===== src/hw/rtl/cosol_ram.sv =====
module cosol_ram #(
    parameter int WIDTH = 8,
    parameter int DEPTH = 16
) (
    input  logic                                        clk,
    input  logic                                        we,
    input  logic [((DEPTH > 1) ? $clog2(DEPTH) : 1)-1:0] waddr,
    input  logic [WIDTH-1:0]                            wdata,
    input  logic [((DEPTH > 1) ? $clog2(DEPTH) : 1)-1:0] raddr,
    output logic [WIDTH-1:0]                            rdata
);

    logic [WIDTH-1:0] mem [DEPTH];

    always_ff @(posedge clk)
    begin
        if (we)
        begin
            mem[waddr] <= wdata;
        end
        rdata <= mem[raddr];
    end

endmodule


===== config.mk =====
export PLATFORM = sky130hd
export DESIGN_NAME = cosol_ram
export DESIGN_NICKNAME = d
export VERILOG_FILES = /design/src/hw/rtl/cosol_ram.sv
export SDC_FILE = /design/constraint.sdc
export NUM_CORES = 1
export LEC_CHECK = 0
export BUFFER_PORTS_ARGS = -buffer_cell sky130_fd_sc_hd__buf_4
export CELL_PAD_IN_SITES_DETAIL_PLACEMENT = 0
export CELL_PAD_IN_SITES_GLOBAL_PLACEMENT = 1
export CORE_ASPECT_RATIO = 1.2
export CORE_MARGIN = 3
export CORE_UTILIZATION = 45
export CTS_BUF_LIST = sky130_fd_sc_hd__clkbuf_16
export DETAILED_ROUTE_END_ITERATION = 8
export HOLD_SLACK_MARGIN = 0.03
export PLACE_DENSITY = 0.7
export SETUP_SLACK_MARGIN = 0.05
export SLEW_MARGIN = 0
export SYNTH_ARGS = -nofsm -noshare
export SYNTH_HDL_FRONTEND = slang
export SYNTH_SLANG_ARGS = --single-unit

===== constraint.sdc =====
create_clock -name clk -period 1.7 [get_ports clk]
set_input_delay 0.34 -clock clk [delete_from_list [all_inputs] [get_ports clk]]
set_output_delay 0.34 -clock clk [all_outputs]
set_load 0.03 [all_outputs]

==> reports/qor.yml, run 1 <==
path_cells: "mux4_1, a22oi_1, nand2_1"
io_pins: 26
final_nets: 306
drcViolationCount: 0
switching_share_pct: 19.1
post_drt_wl_per_cell_um: 21.1
clkSinkCount: 136
dr.first_iter.drc_count: 136
setup_viol: 0
final_cells: 455
gp_congestion: 0.726
cts_setup_buffers: 0
grt_pass1_wl_um: 15100
design_area_um2: 6260
rsz0062_at_grt: "no"
rows: 42
p_int_mw: 6.34
worst-path-max-fanout: 1
reg2reg_from: "mem[1][0]"
reg2reg_setup_slack_ns: 0.36
yosysSeqAreaShare_pct: 77.8
avgSynthCellArea_um2: 22.5
pwr-share-clk_pct: 46.6
reg2reg_to: "rdata[0]"
yosysWarnings: 0
worstSetupStartpoint: "mem[1][0]"
utilization_pct: 56.5
clk_pin_slew_ns: 0.06
antenna_found_initial: 0
slew_headroom_pct: 50.7
crit_required_ns: 1.99
grt_usage_pct: 16.5
cp-end-kind: "flop"
wl_um: 9600
htree_levels: 4
initial_core_util_pct: 46.4
syn-instance-count: 229
power_frac_seq_pct: 48.1
vias: 2403
switching_power_mw: 1.50
tritoncts: "done"
arrival_ns: 1.64
tightest_slew_ns: 0.738
reg2regPathDepth: 3
endpoint: "rdata[0]"
drive_gt1_share_pct: 31.9
start_kind: "flop"
syn_nets: 247
grt_overflow: 0
worst_slack_ns: 0.355
status: "finished clean"
die_area_um2: 12800
slew_viol_final: 0
coreArea_um2: 11100
ant_nets: 0
num_antenna_cells: 0
dp_hpwl_um: 6480
ir_drop_uv: 593
dpl-instance-area_um2: 5670
synth_area_um2: 5150
p_leak_nw: 2.16
dr.pass1.iters: 4
die_w_um: 104
die_h_um: 123
powerDensity_nw_per_um2: 1250
cts_hold_buf: 0
max_cap_viol_count: 0
slowest_delay_ns: 0.53
worstHoldPathType: "in -> reg"
fill_cells: 791
tns_ns: 0
ys_ff_latch: 136
worstSetupPathType: "reg -> reg"
dp_cells: 423
critical-path-slowest-cell: "mux4_1"
portBuffers: 25
cts_made_buffers: 17
vias_per_cell: 5.28
p_comb_share_pct: 5.3
fin_crit_sh_pct: 79.1
holdWs_ns: 0.241
total_power_mw: 7.84
clk_path_buf_depth: 2
clk_latency_ns: 0.41
cts_resized: 0
grt_pass1_vias: 2586
grt_max_degree: 17
syn_to_final_growth_pct: 21.7
clock-skew-final_ns: 0.00776
hold_violations: 0
fmax_mhz: 744
synth_cell_types: 19
pre_cts_slack_ns: 0.0306
root_buffer: "clkbuf_16"
period_minus_slack_ns: 1.34
sequential cells by signal, summed over array words and instances (netlist names):
register,cells
mem,128
rdata,8
power by group through the flow:
stage               clock network [mW]  registers (mW)  logic, mW
floorplan                            0            3.88      0.191
global placement                     0            3.84      0.415
detailed placement                   0            3.84      0.424
CTS                               3.71            3.78      0.426
global route                      3.86            3.78      0.453
finish                            3.65            3.77      0.417
critical path, delay by kind of cell, from the launching register on:
kind,cells,cell delay [ns]
mux,1,0.53
flops,1,0.38
simple gates,1,0.08
compound gates,1,0.24
metal layers:
layer / track usage, % / up-vias / share of wire [%]
met1: 20.3 / 1229 / 41
met5: 0 / - / 0
met4: 6.23 / 0 / 1.2
met3: 4.70 / 8 / 5.2
li1: - / 1091 / -
met2: 28.2 / 75 / 53
cells in the mapped netlist:
cell | n | area (um^2)
nor2b_1 | 1 | 6.26
mux4_1 | 14 | 368
nor2_1 | 13 | 48.8
buf_6 | 3 | 33.8
nor3_1 | 4 | 20.0
nand2b_1 | 2 | 12.5
a22oi_1 | 16 | 120
or3b_2 | 1 | 8.76
nand3_1 | 1 | 5.00
and2_1 | 1 | 6.26
mux4_2 | 18 | 405
edfxtp_1 | 128 | 3840
nand3b_1 | 2 | 15.0
buf_2 | 3 | 15.0
buf_4 | 1 | 7.51
dfxtp_1 | 8 | 160
nand2_1 | 9 | 33.8
clkdlybuf4s25_2 | 3 | 30.0
and2b_1 | 1 | 7.51
final cells by class:
class	instances	area, um^2	area share, %
tap	154	193	3.08
clock buffer	17	425	6.79
multi-input combinational	83	1060	17.0
timing repair buffer	50	413	6.59
clock inverter	15	168	2.68
sequential	136	4000	63.9
cell usage in the layout, fill, tap and decap left out:
cell type	instances
edfxtp_1	128
buf_4	47
mux4_2	18
clkbuf_16	17
a22oi_1	16
mux4_1	14
nor2_1	13
nand2_1	9
dfxtp_1	8
clkinv_2	5
clkinv_1	4
bufinv_16	4
nor3_1	3
buf_12	3
nand3b_1	2
nand2b_1	2
inv_1	2
nor2b_1	1
and2_1	1
and2b_1	1
nand3_1	1
or3b_2	1
nor3_2	1
how the worst min path moves through the flow:
| stage | cells past startpoint | to | startpoint |
|---|---|---|---|
| 6_report | 1 | mem[6][2] | wdata[2] |
| 5_1_grt | 1 | mem[6][2] | wdata[2] |
| 4_1_cts | 1 | mem[1][0] | wdata[0] |
| 3_5_place_dp | 1 | mem[6][5] | wdata[5] |
| 3_3_place_gp | 1 | mem[6][6] | wdata[6] |
| 2_1_floorplan | 0 | mem[0][0] | wdata[0] |
logic make-up (layout without fill, tap and decap cells):
kind of cell	after synthesis	in the layout	synth area share (%)
AO/OA/AOI/OAI	16	16	2.33
buffers and inverters	10	82	1.68
flip-flops	136	136	77.8
multiplexers	32	32	15.0
AND/OR/NAND/NOR	35	35	3.18
Power figures use the tool's default switching activity.
==> run 2: changes to the inputs <==
PLACE_DENSITY = 0.68   (was 0.7)
clock period = 1.3 ns   (was 1.7 ns; I/O delays follow)
==> run 2 against run 1 <==
Clock-buffer cell count unchanged. Non-clock buffer count rose by 12. Sequential share of layout area is 0.98 points lower. Cell count is 2.6% higher. Clock skew hardly changed. Power up 24%. Sequential power up 31%. Via count is 3.7% higher. Largest power group unchanged.
==> reports/qor.yml, run 2 (synthesis results as in run 1) <==
status: "finished clean"
wl_um: 9940
grt_overflow: 0
final_cells: 467
p_leak_nw: 2.15
antenna_found_initial: 0
slew_viol_final: 0
start_kind: "flop"
final_common_cell: "edfxtp_1"
hold-path-cell-count: 1
drcViolationCount: 0
reg2reg_from: "mem[10][1]"
post_drt_wl_per_cell_um: 21.3
slew_headroom_pct: 46.6
clk_latency_ns: 0.41
cts_made_buffers: 17
die_area_um2: 12800
min-delay-start: "wdata[1]"
tightest_slew_ns: 0.800
hold_violations: 0
dp_cells: 435
grt_pass1_vias: 2591
dpl-instance-area_um2: 5810
holdWs_ns: 0.157
reg2reg_to: "rdata[1]"
vias_per_cell: 5.33
fin_crit_sh_pct: 98.2
top_regs: "mem: 128 flops, rdata: 8 flops"
initial_core_util_pct: 46.4
setup_viol: 0
cts_setup_buffers: 0
fmax_mhz: 783
grt_usage_pct: 17.0
clock-skew-final_ns: 0.00757
ir_drop_uv: 985
reg2regPathDepth: 3
period_minus_slack_ns: 1.28
root_buffer: "clkbuf_16"
die_w_um: 104
die_h_um: 123
pre_cts_slack_ns: -0.319
dp_hpwl_um: 6650
worstHoldEndpoint: "mem[3][1]"
tritoncts: "done"
portBuffers: 25
num_antenna_cells: 0
ant_nets: 0
coreArea_um2: 11100
clk_path_buf_depth: 2
gp_congestion: 0.730
worstHoldPathType: "in -> reg"
worstSetupPathType: "reg -> reg"
design_area_um2: 6360
worst_slack_ns: 0.0234
max_cap_viol_count: 0
total_power_mw: 9.74
worst-path-max-fanout: 1
io_pins: 26
clk_pin_slew_ns: 0.05
clkSinkCount: 136
arrival_ns: 1.57
dr.first_iter.drc_count: 190
syn_to_final_growth_pct: 23.6
dr.pass1.iters: 4
htree_levels: 4
grt_max_degree: 17
final_nets: 318
crit_required_ns: 1.60
powerDensity_nw_per_um2: 1530
final_cell_mix: "edfxtp_1, buf_4, mux4_2, clkbuf_16"
largest_reg_flops: 128
rows: 42
vias: 2491
reg2reg_setup_slack_ns: 0.02
top_register: "mem"
drive_gt1_share_pct: 42.2
cp-end-kind: "flop"
rsz0062_at_grt: "yes"
grt_pass1_wl_um: 15400
==> run 2: cell type report <==
class / count / area (um^2)
clock buffer: 17 / 425
clock inverter: 15 / 97.6
fill: 829 / 4730
multi-input combinational: 83 / 1090
sequential: 136 / 4000
tap: 154 / 193
timing repair buffer: 62 / 557
==> run 2: power by group <==
part	internal (mW)	switching (mW)	total [mW]
Clock	2.55	1.63	4.18
Combinational	0.289	0.332	0.620
Sequential	4.91	0.0345	4.94
Total	7.75	2.00	9.74
==> run 2: how the worst max path moves through the flow <==
stage | start | endpoint | slack, ns | cells past startpoint
floorplan | waddr[2] | mem[0][0] | -0.09 | 2
global placement | raddr[0] | rdata[4] | -0.31 | 5
detailed placement | raddr[0] | rdata[4] | -0.32 | 5
CTS | mem[11][7] | rdata[7] | 0.01 | 3
global route | mem[11][4] | rdata[4] | -0.01 | 3
finish | mem[10][1] | rdata[1] | 0.02 | 3
==> run 2: metrics by stage <==
stage	setup TNS (ns)	utilization (%)
after floorplan	-0.901	-
after global placement	-16.04	52.4
after detailed placement	-17.38	52.4
after CTS	0	57.3
after global routing	-0.0180	57.4
final	0	57.4
==> run 2: critical path, stage by stage, from the launching register on <==
cell,delay [ns]
edfxtp_1,0.37
mux4_2,0.47
a22oi_1,0.24
nand2_1,0.08
==> run 2: repair_timing <==
item	in CTS	in global routing
hold buffers	0	0
pin swaps	2	2
setup endpoints to repair	8	9
hold endpoints to repair	0	0
resized for setup	7	1
==> run 2: layer usage <==
layer / GRT usage [%] / wire length [um] / up-vias
met3: 6.53 / 492 / 9
li1: - / - / 1104
met1: 21.9 / 4290 / 1309
met2: 27.1 / 5040 / 69
met4: 5.49 / 117 / 0
met5: 0 / 0 / -
